<file path="src/design/vpf_pkg.sv">
package vpf_pkg;

    // longest packet and byte counter width
    localparam int PKT_MAX = 9;
    localparam int IDX_W   = 4;

    // packet byte codes
    localparam logic [7:0] HDR_ADDR   = 8'h81;
    localparam logic [7:0] HDR_CMD    = 8'h01;
    localparam logic [7:0] TERM_BYTE  = 8'hFF;
    localparam logic [7:0] CAT_PTZ    = 8'h06;
    localparam logic [7:0] CAT_CAM    = 8'h04;
    localparam logic [7:0] OP_DRIVE   = 8'h01;
    localparam logic [7:0] OP_HOME    = 8'h04;
    localparam logic [7:0] OP_MENU    = 8'h06;
    localparam logic [7:0] OP_ZOOM    = 8'h07;
    localparam logic [7:0] MENU_OPEN  = 8'h02;
    localparam logic [7:0] DIR_NONE   = 8'h03;
    localparam logic [7:0] DIR_LEFT   = 8'h01;
    localparam logic [7:0] DIR_RIGHT  = 8'h02;
    localparam logic [7:0] DIR_UP     = 8'h01;
    localparam logic [7:0] DIR_DOWN   = 8'h02;
    localparam logic [7:0] ZOOM_TELE  = 8'h20;
    localparam logic [7:0] ZOOM_WIDE  = 8'h30;
    localparam logic [7:0] PAN_MAX    = 8'd24;
    localparam logic [7:0] TILT_MAX   = 8'd20;
    localparam logic [7:0] ZOOM_MAX   = 8'd7;

    // packet lengths
    localparam logic [IDX_W-1:0] LEN_DRIVE = 4'd9;
    localparam logic [IDX_W-1:0] LEN_ZOOM  = 4'd6;
    localparam logic [IDX_W-1:0] LEN_HOME  = 4'd5;
    localparam logic [IDX_W-1:0] LEN_MENU  = 4'd6;

    typedef enum logic [2:0] {
        CMD_PAN_TILT = 3'd0,
        CMD_ZOOM     = 3'd1,
        CMD_HOME     = 3'd2,
        CMD_STOP     = 3'd3,
        CMD_MENU     = 3'd4
    } vpf_cmd_t;

    // one framed packet handed from encoder to serializer
    typedef struct packed {
        logic                       emit;
        logic [IDX_W-1:0]           len;
        logic [PKT_MAX-1:0][7:0]    bytes;
    } vpf_pkt_t;

endpackage

</file>
<file path="src/design/vpf_if.sv">
interface vpf_cmd_if;
    logic       valid;
    logic       ready;
    logic [2:0] cmd;
    logic signed [7:0] pan_speed;
    logic signed [7:0] tilt_speed;
    logic signed [7:0] zoom_speed;

    modport source (output valid, output cmd, output pan_speed, output tilt_speed,
                    output zoom_speed, input ready);
    modport sink (input valid, input cmd, input pan_speed, input tilt_speed,
                  input zoom_speed, output ready);
endinterface

interface vpf_byte_if;
    logic       valid;
    logic       ready;
    logic [7:0] packet_byte;
    logic       last_byte;

    modport source (output valid, output packet_byte, output last_byte, input ready);
    modport sink (input valid, input packet_byte, input last_byte, output ready);
endinterface

interface vpf_cfg_if;
    logic valid;
    logic ready;
    logic link_enable;

    modport source (output valid, output link_enable, input ready);
    modport sink (input valid, input link_enable, output ready);
endinterface

</file>
<file path="src/design/visca_ptz_command_framer.sv">
// flow: an accepted command request is first held in the packet buffer; its first byte
// then moves into the byte output register, from which the packet channel takes it
// throughput: one packet byte per cycle through the single byte output register while
// the packet channel is ready; a dropped command sends no bytes
// reset: link disabled, stored pan/tilt/zoom speeds zero, packet buffer and output empty
module visca_ptz_command_framer
    import vpf_pkg::*;
(
    input  logic        clk,
    input  logic        rst_n,
    vpf_cmd_if.sink     command,
    vpf_byte_if.source  packet,
    vpf_cfg_if.sink     setup
);

    logic     link_enable_reg;
    logic     take;
    logic     load_ready;
    vpf_pkt_t pkt;

    // link enable register, always writable
    assign setup.ready = 1'b1;

    always_ff @(posedge clk or negedge rst_n)
    begin
        if (!rst_n)
        begin
            link_enable_reg <= 1'b0;
        end
        else if (setup.valid)
        begin
            link_enable_reg <= setup.link_enable;
        end
    end

    // command request handshake
    assign command.ready = load_ready;
    assign take          = command.valid && load_ready;

    vpf_encoder u_encoder (
        .clk         (clk),
        .rst_n       (rst_n),
        .take        (take),
        .link_enable (link_enable_reg),
        .cmd         (command.cmd),
        .pan_speed   (command.pan_speed),
        .tilt_speed  (command.tilt_speed),
        .zoom_speed  (command.zoom_speed),
        .pkt         (pkt)
    );

    vpf_serializer u_serializer (
        .clk        (clk),
        .rst_n      (rst_n),
        .take       (take),
        .pkt        (pkt),
        .load_ready (load_ready),
        .out_valid  (packet.valid),
        .out_ready  (packet.ready),
        .out_byte   (packet.packet_byte),
        .out_last   (packet.last_byte)
    );

endmodule

</file>
<file path="src/design/vpf_encoder.sv">
module vpf_encoder
    import vpf_pkg::*;
(
    input  logic             clk,
    input  logic             rst_n,
    input  logic             take,
    input  logic             link_enable,
    input  logic [2:0]       cmd,
    input  logic [7:0]       pan_speed,
    input  logic [7:0]       tilt_speed,
    input  logic [7:0]       zoom_speed,
    output vpf_pkt_t         pkt
);

    logic [7:0] prev_pan_reg;
    logic [7:0] prev_pan_next;
    logic [7:0] prev_tilt_reg;
    logic [7:0] prev_tilt_next;
    logic [7:0] prev_zoom_reg;
    logic [7:0] prev_zoom_next;
    logic       pt_same;
    logic       zoom_same;

    // saturated magnitude of a two's complement byte
    function automatic logic [7:0] sat_mag(input logic [7:0] raw, input logic [7:0] lim);
        logic [8:0] mag;
        mag = raw[7] ? (9'd256 - {1'b0, raw}) : {1'b0, raw};
        return (mag > {1'b0, lim}) ? lim : mag[7:0];
    endfunction

    assign pt_same   = (pan_speed == prev_pan_reg) && (tilt_speed == prev_tilt_reg);
    assign zoom_same = (zoom_speed == prev_zoom_reg);

    // packet build and stored speed update
    always_comb
    begin
        pkt            = '0;
        pkt.bytes[0]   = HDR_ADDR;
        pkt.bytes[1]   = HDR_CMD;
        prev_pan_next  = prev_pan_reg;
        prev_tilt_next = prev_tilt_reg;
        prev_zoom_next = prev_zoom_reg;
        unique case (vpf_cmd_t'(cmd))
            CMD_PAN_TILT:
            begin
                pkt.emit     = link_enable && !pt_same;
                pkt.len      = LEN_DRIVE;
                pkt.bytes[2] = CAT_PTZ;
                pkt.bytes[3] = OP_DRIVE;
                pkt.bytes[4] = sat_mag(pan_speed, PAN_MAX);
                pkt.bytes[5] = sat_mag(tilt_speed, TILT_MAX);
                pkt.bytes[6] = (pan_speed == 8'd0) ? DIR_NONE :
                               (pan_speed[7] ? DIR_LEFT : DIR_RIGHT);
                pkt.bytes[7] = (tilt_speed == 8'd0) ? DIR_NONE :
                               (tilt_speed[7] ? DIR_DOWN : DIR_UP);
                pkt.bytes[8] = TERM_BYTE;
                if (pkt.emit)
                begin
                    prev_pan_next  = pan_speed;
                    prev_tilt_next = tilt_speed;
                end
            end
            CMD_ZOOM:
            begin
                pkt.emit     = link_enable && !zoom_same;
                pkt.len      = LEN_ZOOM;
                pkt.bytes[2] = CAT_CAM;
                pkt.bytes[3] = OP_ZOOM;
                pkt.bytes[4] = (zoom_speed == 8'd0) ? 8'd0 :
                               ((zoom_speed[7] ? ZOOM_WIDE : ZOOM_TELE)
                                | sat_mag(zoom_speed, ZOOM_MAX));
                pkt.bytes[5] = TERM_BYTE;
                if (pkt.emit)
                begin
                    prev_zoom_next = zoom_speed;
                end
            end
            CMD_HOME:
            begin
                pkt.emit     = link_enable;
                pkt.len      = LEN_HOME;
                pkt.bytes[2] = CAT_PTZ;
                pkt.bytes[3] = OP_HOME;
                pkt.bytes[4] = TERM_BYTE;
            end
            CMD_STOP:
            begin
                pkt.emit     = link_enable;
                pkt.len      = LEN_DRIVE;
                pkt.bytes[2] = CAT_PTZ;
                pkt.bytes[3] = OP_DRIVE;
                pkt.bytes[6] = DIR_NONE;
                pkt.bytes[7] = DIR_NONE;
                pkt.bytes[8] = TERM_BYTE;
                if (link_enable)
                begin
                    prev_pan_next  = '0;
                    prev_tilt_next = '0;
                    prev_zoom_next = '0;
                end
            end
            CMD_MENU:
            begin
                pkt.emit     = link_enable;
                pkt.len      = LEN_MENU;
                pkt.bytes[2] = CAT_PTZ;
                pkt.bytes[3] = OP_MENU;
                pkt.bytes[4] = MENU_OPEN;
                pkt.bytes[5] = TERM_BYTE;
            end
            default:
            begin
                pkt.emit = 1'b0;
            end
        endcase
    end

    // stored speeds change only on an accepted request
    always_ff @(posedge clk or negedge rst_n)
    begin
        if (!rst_n)
        begin
            prev_pan_reg  <= '0;
            prev_tilt_reg <= '0;
            prev_zoom_reg <= '0;
        end
        else if (take)
        begin
            prev_pan_reg  <= prev_pan_next;
            prev_tilt_reg <= prev_tilt_next;
            prev_zoom_reg <= prev_zoom_next;
        end
    end

endmodule

</file>
<file path="src/design/vpf_serializer.sv">
module vpf_serializer
    import vpf_pkg::*;
(
    input  logic       clk,
    input  logic       rst_n,
    input  logic       take,
    input  vpf_pkt_t   pkt,
    output logic       load_ready,
    output logic       out_valid,
    input  logic       out_ready,
    output logic [7:0] out_byte,
    output logic       out_last
);

    logic [PKT_MAX-1:0][7:0] buf_reg;
    logic [IDX_W-1:0]        len_reg;
    logic [IDX_W-1:0]        idx_reg;
    logic                    busy_reg;
    logic                    out_valid_reg;
    logic [7:0]              out_byte_reg;
    logic                    out_last_reg;
    logic                    move;
    logic                    last_move;
    logic                    load;

    // byte transfer from packet buffer into the output register
    assign move       = busy_reg && (!out_valid_reg || out_ready);
    assign last_move  = move && (idx_reg == (len_reg - 4'd1));
    assign load_ready = !busy_reg || last_move;
    assign load       = take && pkt.emit;

    // packet buffer and byte counter
    always_ff @(posedge clk or negedge rst_n)
    begin
        if (!rst_n)
        begin
            busy_reg <= 1'b0;
            idx_reg  <= '0;
        end
        else if (load)
        begin
            busy_reg <= 1'b1;
            idx_reg  <= '0;
        end
        else if (last_move)
        begin
            busy_reg <= 1'b0;
        end
        else if (move)
        begin
            idx_reg <= idx_reg + 4'd1;
        end
    end

    always_ff @(posedge clk)
    begin
        if (load)
        begin
            buf_reg <= pkt.bytes;
            len_reg <= pkt.len;
        end
    end

    // output register
    always_ff @(posedge clk or negedge rst_n)
    begin
        if (!rst_n)
        begin
            out_valid_reg <= 1'b0;
        end
        else if (move)
        begin
            out_valid_reg <= 1'b1;
        end
        else if (out_ready)
        begin
            out_valid_reg <= 1'b0;
        end
    end

    always_ff @(posedge clk)
    begin
        if (move)
        begin
            out_byte_reg <= buf_reg[idx_reg];
            out_last_reg <= last_move;
        end
    end

    assign out_valid = out_valid_reg;
    assign out_byte  = out_byte_reg;
    assign out_last  = out_last_reg;

    // counter stays inside the packet
    a_idx_in_range: assert property (@(posedge clk) disable iff (!rst_n)
        busy_reg |-> (idx_reg < len_reg))
        else $error("byte counter past packet length");

    // a new packet never overwrites one still in flight
    a_no_overwrite: assert property (@(posedge clk) disable iff (!rst_n)
        (load && busy_reg) |-> last_move)
        else $error("packet buffer overwritten");

    // only known packet lengths are held
    a_len_known: assert property (@(posedge clk) disable iff (!rst_n)
        busy_reg |-> (len_reg == LEN_DRIVE || len_reg == LEN_ZOOM || len_reg == LEN_HOME))
        else $error("unexpected packet length");

    // every packet opens with the address byte
    a_header: assert property (@(posedge clk) disable iff (!rst_n)
        (busy_reg && idx_reg == '0) |-> (buf_reg[0] == HDR_ADDR))
        else $error("packet without address header");

    // last flag marks the terminator byte
    a_last_term: assert property (@(posedge clk) disable iff (!rst_n)
        last_move |-> (buf_reg[idx_reg] == TERM_BYTE))
        else $error("last byte is not the terminator");

endmodule
</file>
<file path="src/flat_wrapper.sv">
// flat-port wrapper written by rule: the top's interface ports become plain ports
module visca_ptz_command_framer_flat import vpf_pkg::*;
  (clk, rst_n, command_valid, command_cmd, command_pan_speed, command_tilt_speed, command_zoom_speed, command_ready, packet_valid, packet_packet_byte, packet_last_byte, packet_ready, setup_valid, setup_link_enable, setup_ready);
  vpf_cmd_if command_i ();
  vpf_byte_if packet_i ();
  vpf_cfg_if setup_i ();
  input  logic clk;
  input  logic rst_n;
  input wire logic [$bits(command_i.valid)-1:0] command_valid;
  input wire logic [$bits(command_i.cmd)-1:0] command_cmd;
  input wire logic [$bits(command_i.pan_speed)-1:0] command_pan_speed;
  input wire logic [$bits(command_i.tilt_speed)-1:0] command_tilt_speed;
  input wire logic [$bits(command_i.zoom_speed)-1:0] command_zoom_speed;
  output wire logic [$bits(command_i.ready)-1:0] command_ready;
  output wire logic [$bits(packet_i.valid)-1:0] packet_valid;
  output wire logic [$bits(packet_i.packet_byte)-1:0] packet_packet_byte;
  output wire logic [$bits(packet_i.last_byte)-1:0] packet_last_byte;
  input wire logic [$bits(packet_i.ready)-1:0] packet_ready;
  input wire logic [$bits(setup_i.valid)-1:0] setup_valid;
  input wire logic [$bits(setup_i.link_enable)-1:0] setup_link_enable;
  output wire logic [$bits(setup_i.ready)-1:0] setup_ready;
  assign command_i.valid = command_valid;
  assign command_i.cmd = command_cmd;
  assign command_i.pan_speed = command_pan_speed;
  assign command_i.tilt_speed = command_tilt_speed;
  assign command_i.zoom_speed = command_zoom_speed;
  assign command_ready = command_i.ready;
  assign packet_valid = packet_i.valid;
  assign packet_packet_byte = packet_i.packet_byte;
  assign packet_last_byte = packet_i.last_byte;
  assign packet_i.ready = packet_ready;
  assign setup_i.valid = setup_valid;
  assign setup_i.link_enable = setup_link_enable;
  assign setup_ready = setup_i.ready;
  visca_ptz_command_framer u_core (.clk(clk), .rst_n(rst_n), .command(command_i), .packet(packet_i), .setup(setup_i));
endmodule
</file>
<file path="config.mk">
export PLATFORM = sky130hd
export DESIGN_NAME = visca_ptz_command_framer_flat
export DESIGN_NICKNAME = d
export VERILOG_FILES = /design/src/design/vpf_pkg.sv /design/src/design/vpf_if.sv /design/src/design/visca_ptz_command_framer.sv /design/src/design/vpf_encoder.sv /design/src/design/vpf_serializer.sv /design/src/flat_wrapper.sv
export SDC_FILE = /design/constraint.sdc
export NUM_CORES = 1
export LEC_CHECK = 0
export BUFFER_PORTS_ARGS = -buffer_cell sky130_fd_sc_hd__buf_4
export CAP_MARGIN = 20
export CORE_ASPECT_RATIO = 1.4
export CORE_MARGIN = 2
export CORE_UTILIZATION = 63
export CTS_CLUSTER_DIAMETER = 150
export DETAILED_ROUTE_END_ITERATION = 8
export PLACE_DENSITY = 0.85
export SETUP_SLACK_MARGIN = 0.1
export SYNTH_ARGS = -nofsm -noshare
export SYNTH_HDL_FRONTEND = slang
export SYNTH_SLANG_ARGS = --single-unit
</file>
<file path="constraint.sdc">
create_clock -name clk -period 6.7 [get_ports clk]
set_input_delay 1.005 -clock clk [delete_from_list [all_inputs] [get_ports clk]]
set_output_delay 1.005 -clock clk [all_outputs]
set_load 0.03 [all_outputs]
</file>
---- Word-level counts from Yosys, hierarchy flattened ----
Index checks and enable logic that the tools add are counted.
word-level totals
  register bits after elaboration ......... 100
  bits of input ports ..................... 33
cells by class
  eq/ne operators ......................... 12
  reductions and logical operators ........ 28
  muxes and demuxes ....................... 34
  add/subtract/negate cells ............... 5
  $lt $le $gt $ge ......................... 4
  bitwise operators ....................... 1
operators with widths
  cell                 number
  $mux 8               9
  $pmux 8 s2           4
  $pmux 24 s2          1
  $pmux 11 s4          1
  $bmux 8 s4           1
  $pmux 8 s4           1
  $mux 9               3
  $sub 9x8->9 const A  3
  $eq 8x8->1           3
  $logic_not 8->1      3
  $gt 9x5->1 const B   2
  $mux 4               3
  $pmux 4 s3           1
  $reduce_bool 2->1    5
  $gt 9x3->1 const B   1
  $mux 2               4
  $or 6x8->8           1
  $reduce_and 4->1     2
  $logic_and 1x1->1    7
  $eq 3x2->1 const B   2
  $lt 4x5->1 const B   1
  $mux 5               1
  $add 4x1->4 const B  1
  $eq 4x4->1           1
  13 further kinds     23

---- Logic depth before layout (Yosys ltp) ----
Gate-level depths: netlist of run 1.
  word-level depth ........................ 9
  depth in mapped cells ................... 9
  gate-level depth less buffers ........... 8

---- By module ----
Synthesis of run 1 repeated with hierarchy kept, for this count alone.
unflattened totals
  cells, all modules ...................... 473
  area total of the unflattened synthesis .. 6123.4 sq um
modules (own cells, without submodules)
  module                    area each (sq um)  cells an instance  sequential area each (sq um)  instances
  vpf_serializer            3538.4             174                2702.6                        1
  vpf_encoder               2527.4             294                600.6                         1
  visca_ptz_command_framer  57.6               5                  25.0                          1

---- Least setup slack after synthesis of run 1 ----
Ideal clock, no wire load.
  kind .................................... input-to-reg
  from .................................... input port command_cmd[0]
  to ...................................... register u_core.u_serializer.buf_reg[17] in the netlist's numbering (enable)
  cell stages on the path ................. 6
  setup slack ............................. 3152 ps
  data required time ...................... 6282 ps
  buffers on the path ..................... 1
  arrival time ............................ 3131 ps
  library setup time ...................... 418 ps
  cell sequence ........................... buf_2 -> nor2b_1 -> nor2b_1 -> o211ai_1 -> o211a_1 -> nor3_2
between the ends
  longest elaborated chain between the ends .. 4
  elaborated cells on any way between the ends .. 8
  classes of those cells .................. 4 x eq/ne; 1 x mux; 3 x reduce/logical
RTL lines
  element                                          line                  text
  start: declaration                               flat_wrapper.sv:10    input wire logic [$bits(command_i.cmd)-1:0] command_cmd;
  $eq 3x3->1 / $eq 3x2->1 (equally long branches)  vpf_encoder.sv:43     unique case (vpf_cmd_t'(cmd))
  $reduce_or 3->1 (no line)                        -
  $pmux 1 s3 (*)                                   vpf_encoder.sv:43
  $logic_and 1x1->1 (*)                            vpf_serializer.sv:30  assign load = take && pkt.emit;
  via u_core.u_serializer.load                     vpf_serializer.sv:24  logic load;
  end signal: assignment                           vpf_serializer.sv:59  buf_reg <= pkt.bytes;
  end: declaration                                 vpf_serializer.sv:15  logic [PKT_MAX-1:0][7:0] buf_reg;
Mark *: on every way through the listed nets, which the timed path passes. The rest lies on a longest branch.
A chain may end at the register's enable or synchronous reset.

---- Worst setup path after layout of run 1 ----
  from .................................... register u_core.u_serializer.len_reg[0]
  to ...................................... output port command_ready
between the ends
  longest elaborated chain between the ends .. 4
RTL lines
  element                   line                  text
  start: declaration        vpf_serializer.sv:16  logic [IDX_W-1:0] len_reg;
  start signal: assignment  vpf_serializer.sv:60  len_reg <= pkt.len;
  $sub 4x1->4               vpf_serializer.sv:28  assign last_move = move && (idx_reg == (len_reg - 4'd1));
  $eq 4x4->1                vpf_serializer.sv:28
  $logic_and 1x1->1         vpf_serializer.sv:28
  $logic_or 1x1->1          vpf_serializer.sv:29  assign load_ready = !busy_reg || last_move;
  end: declaration          flat_wrapper.sv:14    output wire logic [$bits(command_i.ready)-1:0] command_ready;
Every way passes these cells.

==> impl_metrics.prom, run 1 <==
# TYPE chip_impl_metric gauge
chip_impl_info{name="status",value="completed"} 1
chip_impl_metric{name="critical_path_depth",unit=""} 6
chip_impl_info{name="critical_path.startpoint_type",value="flop"} 1
chip_impl_metric{name="grt_max_degree",unit=""} 35
chip_impl_info{name="synthTopCellsByCount",value="48 x inv_1, 44 x nand2_1, 39 x edfxtp_1"} 1
chip_impl_metric{name="pwr_density_cell",unit="mW/mm²"} 336
chip_impl_metric{name="hold_path_depth",unit=""} 2
chip_impl_metric{name="synth.ff_latch_count",unit=""} 70
chip_impl_metric{name="totalWireLength",unit="µm"} 8150
chip_impl_metric{name="slew_headroom",unit="%"} 46.2
chip_impl_metric{name="clk-insertion-delay-late",unit="ns"} 0.34
chip_impl_metric{name="first_pass_iters",unit=""} 4
chip_impl_metric{name="power_leakage",unit="nW"} 2.17
chip_impl_metric{name="pre_cts_ws",unit="ns"} 3.74
chip_impl_metric{name="cts_resized",unit=""} 0
chip_impl_metric{name="rrSetupSlack",unit="ns"} 4.01
chip_impl_metric{name="switching_share_of_power",unit="%"} 35.0
chip_impl_metric{name="synth_async_sr_flop_share",unit="%"} 44.3
chip_impl_metric{name="insertedDiodeCount",unit=""} 0
chip_impl_metric{name="setup_viol",unit=""} 0
chip_impl_info{name="worstPathCellList",value="inv_1 > ha_1 > xor3_1 > nor3_1 > a31o_2 > buf_4"} 1
chip_impl_metric{name="synthToLayoutAreaGrowth",unit="%"} 12.5
chip_impl_metric{name="floorplan.io_pins",unit=""} 45
chip_impl_info{name="hold_path.class",value="flop to flop"} 1
chip_impl_metric{name="critical_path_required",unit="ns"} 5.69
chip_impl_metric{name="synth_top_area_share",unit="%"} 28.8
chip_impl_metric{name="row_count",unit=""} 34
chip_impl_metric{name="path_max_fanout",unit=""} 5
chip_impl_metric{name="netlist_area",unit="mm²"} 0.00407
chip_impl_metric{name="switchingPower",unit="mW"} 0.538
chip_impl_metric{name="vias",unit=""} 2960
chip_impl_metric{name="tightestPinTransition",unit="ns"} 0.808
chip_impl_metric{name="grt_overflow",unit=""} 0
chip_impl_metric{name="largest_reg_flops",unit=""} 26
chip_impl_metric{name="post_route_cells_drive_above_1_share",unit="%"} 16.7
chip_impl_info{name="post-synth-top-count-cell",value="inv_1"} 1
chip_impl_metric{name="antenna_left",unit=""} 0
chip_impl_metric{name="die_y",unit="µm"} 99.1
chip_impl_metric{name="critPathArrivalTime",unit="ns"} 2.20
chip_impl_metric{name="grt_pass1_vias",unit=""} 3033
chip_impl_metric{name="worst_case_clock_buffer_depth",unit=""} 2
chip_impl_metric{name="syn-mean-instance-area",unit="µm²"} 10.2
chip_impl_metric{name="max_freq",unit="GHz"} 0.312
chip_impl_metric{name="design.die.area",unit="mm²"} 0.00713
chip_impl_metric{name="drt_iter0_drc",unit=""} 146
chip_impl_info{name="critPathKind",value="flop to primary output"} 1
chip_impl_metric{name="grt_pass1_wl",unit="µm"} 13700
chip_impl_info{name="clockRootBuffer",value="clkbuf_8"} 1
chip_impl_metric{name="initial_core_util",unit="%"} 65.1
chip_impl_metric{name="cts.clk_slew.worst_paths",unit="ns"} 0.08
chip_impl_metric{name="ctsHoldBuffers",unit=""} 0
chip_impl_metric{name="postLayoutCoreUtil",unit="%"} 73.2
chip_impl_metric{name="final.period_utilization",unit="%"} 47.8
chip_impl_info{name="kind_of_cell_adding_the_most_delay_to_the_critical_path",value="flip-flops"} 1
chip_impl_info{name="cts_tree",value="built"} 1
chip_impl_metric{name="post_drt_via_cell_ratio",unit=""} 5.82
chip_impl_metric{name="timing_hold_violations_final",unit=""} 0
chip_impl_metric{name="power_report.internal_total",unit="mW"} 1.00
chip_impl_metric{name="final.setup_skew",unit="ns"} 0.00994
chip_impl_metric{name="power.clock.fraction",unit="%"} 22.5
chip_impl_metric{name="synthesis.nets",unit=""} 441
chip_impl_metric{name="critPathMaxStageDelay",unit="ns"} 0.43
chip_impl_metric{name="setup-tns-final",unit="ns"} 0
chip_impl_metric{name="timing.max_cap.violations",unit=""} 0
chip_impl_metric{name="final_max_slew_viol_count",unit=""} 0
chip_impl_metric{name="post-cts-setup-buffer-count",unit=""} 0
chip_impl_info{name="yosys-top-cells-area",value="edfxtp_1 29%, dfrtp_1 19%, mux2i_1 8.6%"} 1
chip_impl_metric{name="design.final.nets",unit=""} 472
chip_impl_metric{name="std_cell_core_area",unit="mm²"} 0.00625
chip_impl_metric{name="synth_enable_flop_cells",unit=""} 39
chip_impl_metric{name="cts_buffers",unit=""} 9
chip_impl_info{name="dominantRegCellSynth",value="edfxtp_1"} 1
chip_impl_info{name="critical-path-slowest-cell",value="edfxtp_1"} 1
chip_impl_metric{name="vdd_drop_max",unit="mV"} 0.173
chip_impl_info{name="critPathCaptureType",value="primary output"} 1
chip_impl_metric{name="track_usage",unit="%"} 24.8
chip_impl_metric{name="synth_warnings",unit=""} 0
chip_impl_metric{name="synth_cell_types",unit=""} 56
chip_impl_metric{name="pwr-share-comb",unit="%"} 32.4
chip_impl_metric{name="cts.sink_count",unit=""} 70
chip_impl_metric{name="routedWlPerCell",unit="µm"} 16.0
chip_impl_metric{name="worstRegToRegCells",unit=""} 8
chip_impl_metric{name="critPathBufInv",unit=""} 2
chip_impl_metric{name="htree_levels",unit=""} 3
chip_impl_metric{name="final_critical_path_setup_slack",unit="ns"} 3.50
chip_impl_metric{name="post-dp-hpwl",unit="µm"} 5800
chip_impl_metric{name="seq_power_share",unit="%"} 45.2
chip_impl_metric{name="syn_inst",unit=""} 401
chip_impl_info{name="rsz0062_at_grt",value="false"} 1
chip_impl_metric{name="share_of_synthesized_area_occupied_by_flip_flops_and_latches",unit="%"} 47.8
chip_impl_metric{name="route.detailed.drc",unit=""} 0
chip_impl_info{name="yosysTopAreaCell",value="edfxtp_1"} 1
chip_impl_metric{name="gpl.final_weighted_congestion",unit=""} 0.835
chip_impl_metric{name="portBuffers",unit=""} 43
chip_impl_metric{name="die_span_in_x",unit="µm"} 71.9
chip_impl_metric{name="grt_antenna_before_repair",unit=""} 0
chip_impl_metric{name="layout_min_cycle_time",unit="ns"} 3.20
-- kinds of logic (layout without fill, tap and decap cells) --
| kind of cell | Yosys count | count (layout) | share of synthesized area, % |
|---|---|---|---|
| simple gates | 117 | 117 | 15.1 |
| buf+inv | 72 | 108 | 7.31 |
| flops | 70 | 70 | 47.8 |
| compound gates | 57 | 57 | 8.79 |
| xor+xnor | 39 | 39 | 8.76 |
| mux | 38 | 38 | 9.99 |
| fa+ha+maj | 7 | 7 | 2.15 |
| other cells | 1 | 1 | 0.0921 |
-- power groups by stage --
stage	logic, mW	clock network (mW)	registers (mW)
5_1_grt	0.554	0.363	0.711
4_1_cts	0.502	0.349	0.696
2_1_floorplan	0.360	0	0.699
6_report	0.498	0.346	0.695
3_3_place_gp	0.478	0	0.697
3_5_place_dp	0.498	0	0.704
-- cells in the final DEF (no fill, tap or decap), types with 11 or more instances in the layout --
cell type  count
o21ai_0       16
dfrtp_1       31
nor3_1        11
edfxtp_1      39
nand2_1       44
buf_4         44
xnor2_1       34
inv_1         48
mux2i_1       35
nor2_1        16
-- routing by layer --
metal | vias to the layer above | share of wire (%) | global-route usage (%)
met5 | - | 0 | 0
met4 | 0 | 2.9 | 12.3
met3 | 24 | 4.0 | 3.34
met2 | 83 | 53 | 43.6
met1 | 1418 | 40 | 29.3
li1 | 1435 | - | -
-- worst paths after layout --
| path | endpoint | start |
|---|---|---|
| min | u_core.u_serializer.out_valid | u_core.u_serializer.busy_reg |
| max reg2reg | u_core.u_serializer.buf_reg[47] | u_core.u_serializer.len_reg[0] |
| min in group asynchronous | u_core.u_serializer.idx_reg[0] | rst_n |
| max in group asynchronous | u_core.u_encoder.prev_tilt_reg[7] | rst_n |
| min reg2reg | u_core.u_serializer.out_valid | u_core.u_serializer.busy_reg |
| max | command_ready | u_core.u_serializer.len_reg[0] |
-- worst min-delay path, stage by stage, from the launching register on --
cell,delay (ns)
dfrtp_1,0.36
inv_1,0.06
nand2_1,0.05
-- per-stage QoR --
step / hold slack (ns) / cell area, µm² / total power, mW / cells
floorplan: 0.439 / 4070 / 1.06 / 401
global placement: 0.448 / 4380 / 1.18 / 493
detailed placement: 0.478 / 4380 / 1.20 / 493
CTS: 0.495 / 4580 / 1.55 / 509
global route: 0.520 / 4580 / 1.63 / 509
finish: 0.493 / 4580 / 1.54 / 509
-- final cells by class --
type / count / area [µm²]
flip-flops and latches: 70 / 1950
multi-input cells: 259 / 1830
fillers: 449 / 1670
repair buffers: 44 / 330
inverters: 48 / 180
clock buffers: 11 / 141
well taps: 72 / 90.1
clock inverters: 5 / 58.8
No activity file was read; power rests on OpenSTA's default activity.
==> run 2: changes to the inputs <==
--- a/config.mk
+++ b/config.mk
@@ -9,10 +9,10 @@
 export CAP_MARGIN = 20
 export CORE_ASPECT_RATIO = 1.4
 export CORE_MARGIN = 2
-export CORE_UTILIZATION = 63
+export CORE_UTILIZATION = 53
 export CTS_CLUSTER_DIAMETER = 150
 export DETAILED_ROUTE_END_ITERATION = 8
-export PLACE_DENSITY = 0.85
+export PLACE_DENSITY = 0.76
 export SETUP_SLACK_MARGIN = 0.1
 export SYNTH_ARGS = -nofsm -noshare
 export SYNTH_HDL_FRONTEND = slang
==> constraint.sdc (replaced) <==
create_clock -name clk -period 2.65 [get_ports clk]
set_input_delay 0.3975 -clock clk [delete_from_list [all_inputs] [get_ports clk]]
set_output_delay 0.3975 -clock clk [all_outputs]
set_load 0.03 [all_outputs]
==> impl_metrics.prom, run 2 (synthesis gave the netlist of run 1 again) <==
# TYPE chip_impl_metric gauge
chip_impl_info{name="status",value="completed"} 1
chip_impl_metric{name="std_cell_core_area",unit="mm²"} 0.00741
chip_impl_metric{name="tightestPinTransition",unit="ns"} 0.636
chip_impl_metric{name="portBuffers",unit=""} 43
chip_impl_metric{name="layout.cell_area.non_filler",unit="mm²"} 0.00491
chip_impl_metric{name="grt_antenna_before_repair",unit=""} 0
chip_impl_metric{name="die_span_in_x",unit="µm"} 78.1
chip_impl_info{name="critPathCaptureType",value="primary output"} 1
chip_impl_metric{name="critPathArrivalTime",unit="ns"} 1.90
chip_impl_info{name="crit_path_frequent_cell",value="buf_4"} 1
chip_impl_info{name="critical-path-slowest-cell",value="edfxtp_1"} 1
chip_impl_metric{name="final.setup_skew",unit="ns"} 0.00743
chip_impl_metric{name="grt_pass1_wl",unit="µm"} 13800
chip_impl_info{name="rsz0062_at_grt",value="false"} 1
chip_impl_metric{name="dpl-instance-area",unit="mm²"} 0.00461
chip_impl_metric{name="route.detailed.drc",unit=""} 0
chip_impl_info{name="kind_of_cell_adding_the_most_delay_to_the_critical_path",value="flip-flops"} 1
chip_impl_metric{name="tot_pwr",unit="mW"} 4.12
chip_impl_metric{name="post_drt_via_cell_ratio",unit=""} 5.38
chip_impl_metric{name="grt_max_degree",unit=""} 32
chip_impl_metric{name="timing.max_cap.violations",unit=""} 0
chip_impl_info{name="mostFrequentLayoutCell",value="buf_4"} 1
chip_impl_metric{name="grt_pass1_vias",unit=""} 2941
chip_impl_metric{name="gpl.final_weighted_congestion",unit=""} 0.848
chip_impl_metric{name="slew_headroom",unit="%"} 57.2
chip_impl_metric{name="power_leakage",unit="nW"} 2.34
chip_impl_metric{name="final_max_slew_viol_count",unit=""} 0
chip_impl_metric{name="cts_buffers",unit=""} 9
chip_impl_metric{name="critical_path_required",unit="ns"} 2.25
chip_impl_metric{name="pre_cts_ws",unit="ns"} -0.0580
chip_impl_metric{name="design.final.nets",unit=""} 503
chip_impl_metric{name="final_critical_path_setup_slack",unit="ns"} 0.353
chip_impl_metric{name="pwr_density_cell",unit="mW/mm²"} 840
chip_impl_info{name="cts_tree",value="built"} 1
chip_impl_metric{name="global_route.usage.met2",unit="%"} 37.9
chip_impl_metric{name="worst_case_clock_buffer_depth",unit=""} 2
chip_impl_metric{name="setup_viol",unit=""} 0
chip_impl_metric{name="first_pass_iters",unit=""} 4
chip_impl_metric{name="cts.clk_slew.worst_paths",unit="ns"} 0.07
chip_impl_metric{name="grt_overflow",unit=""} 0
chip_impl_metric{name="final.period_utilization",unit="%"} 86.7
chip_impl_metric{name="cts.sink_count",unit=""} 70
chip_impl_metric{name="post-dp-hpwl",unit="µm"} 6030
chip_impl_metric{name="path_max_fanout",unit=""} 4
chip_impl_metric{name="htree_levels",unit=""} 3
chip_impl_metric{name="routedWlPerCell",unit="µm"} 14.3
chip_impl_metric{name="totalWireLength",unit="µm"} 8090
chip_impl_metric{name="critPathMaxStageDelay",unit="ns"} 0.39
chip_impl_metric{name="postLayoutCoreUtil",unit="%"} 66.3
chip_impl_metric{name="vias",unit=""} 3034
chip_impl_metric{name="timing_hold_violations_final",unit=""} 0
chip_impl_metric{name="die_y",unit="µm"} 108
chip_impl_metric{name="vdd_drop_max",unit="mV"} 0.439
chip_impl_metric{name="antenna_left",unit=""} 0
chip_impl_info{name="most-common-layout-cells",value="72 x buf_4, 48 x inv_1, 43 x nand2_1, 39 x edfxtp_1, 35 x mux2i_1"} 1
chip_impl_metric{name="post_route_cells_drive_above_1_share",unit="%"} 22.1
chip_impl_metric{name="clk-insertion-delay-late",unit="ns"} 0.36
chip_impl_info{name="busiest_layer",value="met2"} 1
chip_impl_info{name="critPathKind",value="flop to primary output"} 1
chip_impl_metric{name="synthToLayoutAreaGrowth",unit="%"} 20.6
chip_impl_metric{name="floorplan.io_pins",unit=""} 45
chip_impl_info{name="worstPathCellList",value="inv_1 > ha_1 > xnor2_1 > nor3_2 > a31o_4 > buf_4 > buf_4"} 1
chip_impl_metric{name="max_freq",unit="GHz"} 0.435
chip_impl_metric{name="design.die.area",unit="mm²"} 0.00841
chip_impl_info{name="clockRootBuffer",value="clkbuf_8"} 1
chip_impl_metric{name="use_met1",unit="%"} 24.1
chip_impl_metric{name="track_usage",unit="%"} 21.3
chip_impl_info{name="critical_path.startpoint_type",value="flop"} 1
chip_impl_metric{name="gr-usage-met3",unit="%"} 3.27
chip_impl_metric{name="drt_iter0_drc",unit=""} 109
chip_impl_metric{name="critPathBufInv",unit=""} 3
chip_impl_metric{name="fill_cells",unit=""} 574
chip_impl_metric{name="initial_core_util",unit="%"} 55.0
chip_impl_metric{name="insertedDiodeCount",unit=""} 0
chip_impl_metric{name="row_count",unit=""} 37
chip_impl_info{name="hold_path.class",value="input port to flop"} 1
chip_impl_metric{name="layout_min_cycle_time",unit="ns"} 2.30
chip_impl_metric{name="largest_reg_flops",unit=""} 26
-- run 2: changes by cell type in the layout (fill, tap and decap cells not counted), sizes merged --
cell         change
dlygate4sd3      +1
clkbuf           -1
nor3             +1
buf             +29
bufinv           +2
clkinv           -1
inv              -1
-- run 2: timing repair --
action                     4_1_cts  5_1_grt
pin swaps                        1        1
hold buffers                     1        0
hold endpoints to repair        31        0
setup buffers                    0        5
gates resized for setup          0        1
setup endpoints to repair       10       22
gates cloned                     1        0
-- run 2: worst paths after layout --
kind / start / end / slack [ns] / depth (start not counted)
min reg2reg: u_core.u_serializer.busy_reg / u_core.u_serializer.out_valid / 0.49 / 2
max: u_core.u_serializer.len_reg[0] / command_ready / 0.35 / 7
max in group asynchronous: rst_n / u_core.u_encoder.prev_tilt_reg[0] / 1.82 / 2
min in group asynchronous: rst_n / u_core.u_serializer.idx_reg[1] / 0.51 / 2
min: setup_valid / u_core.link_enable_reg / 0.22 / 2
max reg2reg: u_core.u_encoder.prev_tilt_reg[4] / u_core.u_serializer.buf_reg[37] / 0.38 / 7
-- run 2: area by class of cell --
type	instances	area (µm²)	share of cell area (%)
flip-flops and latches	70	1950	39.6
multi-input cells	260	1870	38.0
well taps	97	121	2.47
clock inverters	5	98.8	2.01
inverters	48	180	3.67
clock buffers	10	128	2.60
repair buffers	74	571	11.6
-- run 2: through the flow --
| stage | instances | hold slack (ns) | TNS [ns] |
|---|---|---|---|
| global placement | 542 | 0.365 | 0 |
| detailed placement | 542 | 0.366 | -0.547 |
| finish | 564 | 0.224 | 0 |
| floorplan | 401 | 0.102 | 0 |
| CTS | 559 | 0.215 | 0 |
| global route | 564 | 0.227 | 0 |
-- run 2: where the power goes --
part	switching (mW)	leakage [nW]	internal [mW]	total [mW]
combinational	0.801	1.54	0.678	1.48
sequential	0.159	0.690	1.48	1.64
clock	0.390	0.114	0.615	1.01
-- run 2: routing by layer --
| layer | vias to the layer above | part of all wire [%] |
|---|---|---|
| met2 | 61 | 54 |
| met1 | 1460 | 39 |
| met3 | 18 | 2.8 |
| met4 | 0 | 3.4 |
| li1 | 1495 | - |
| met5 | - | 0 |
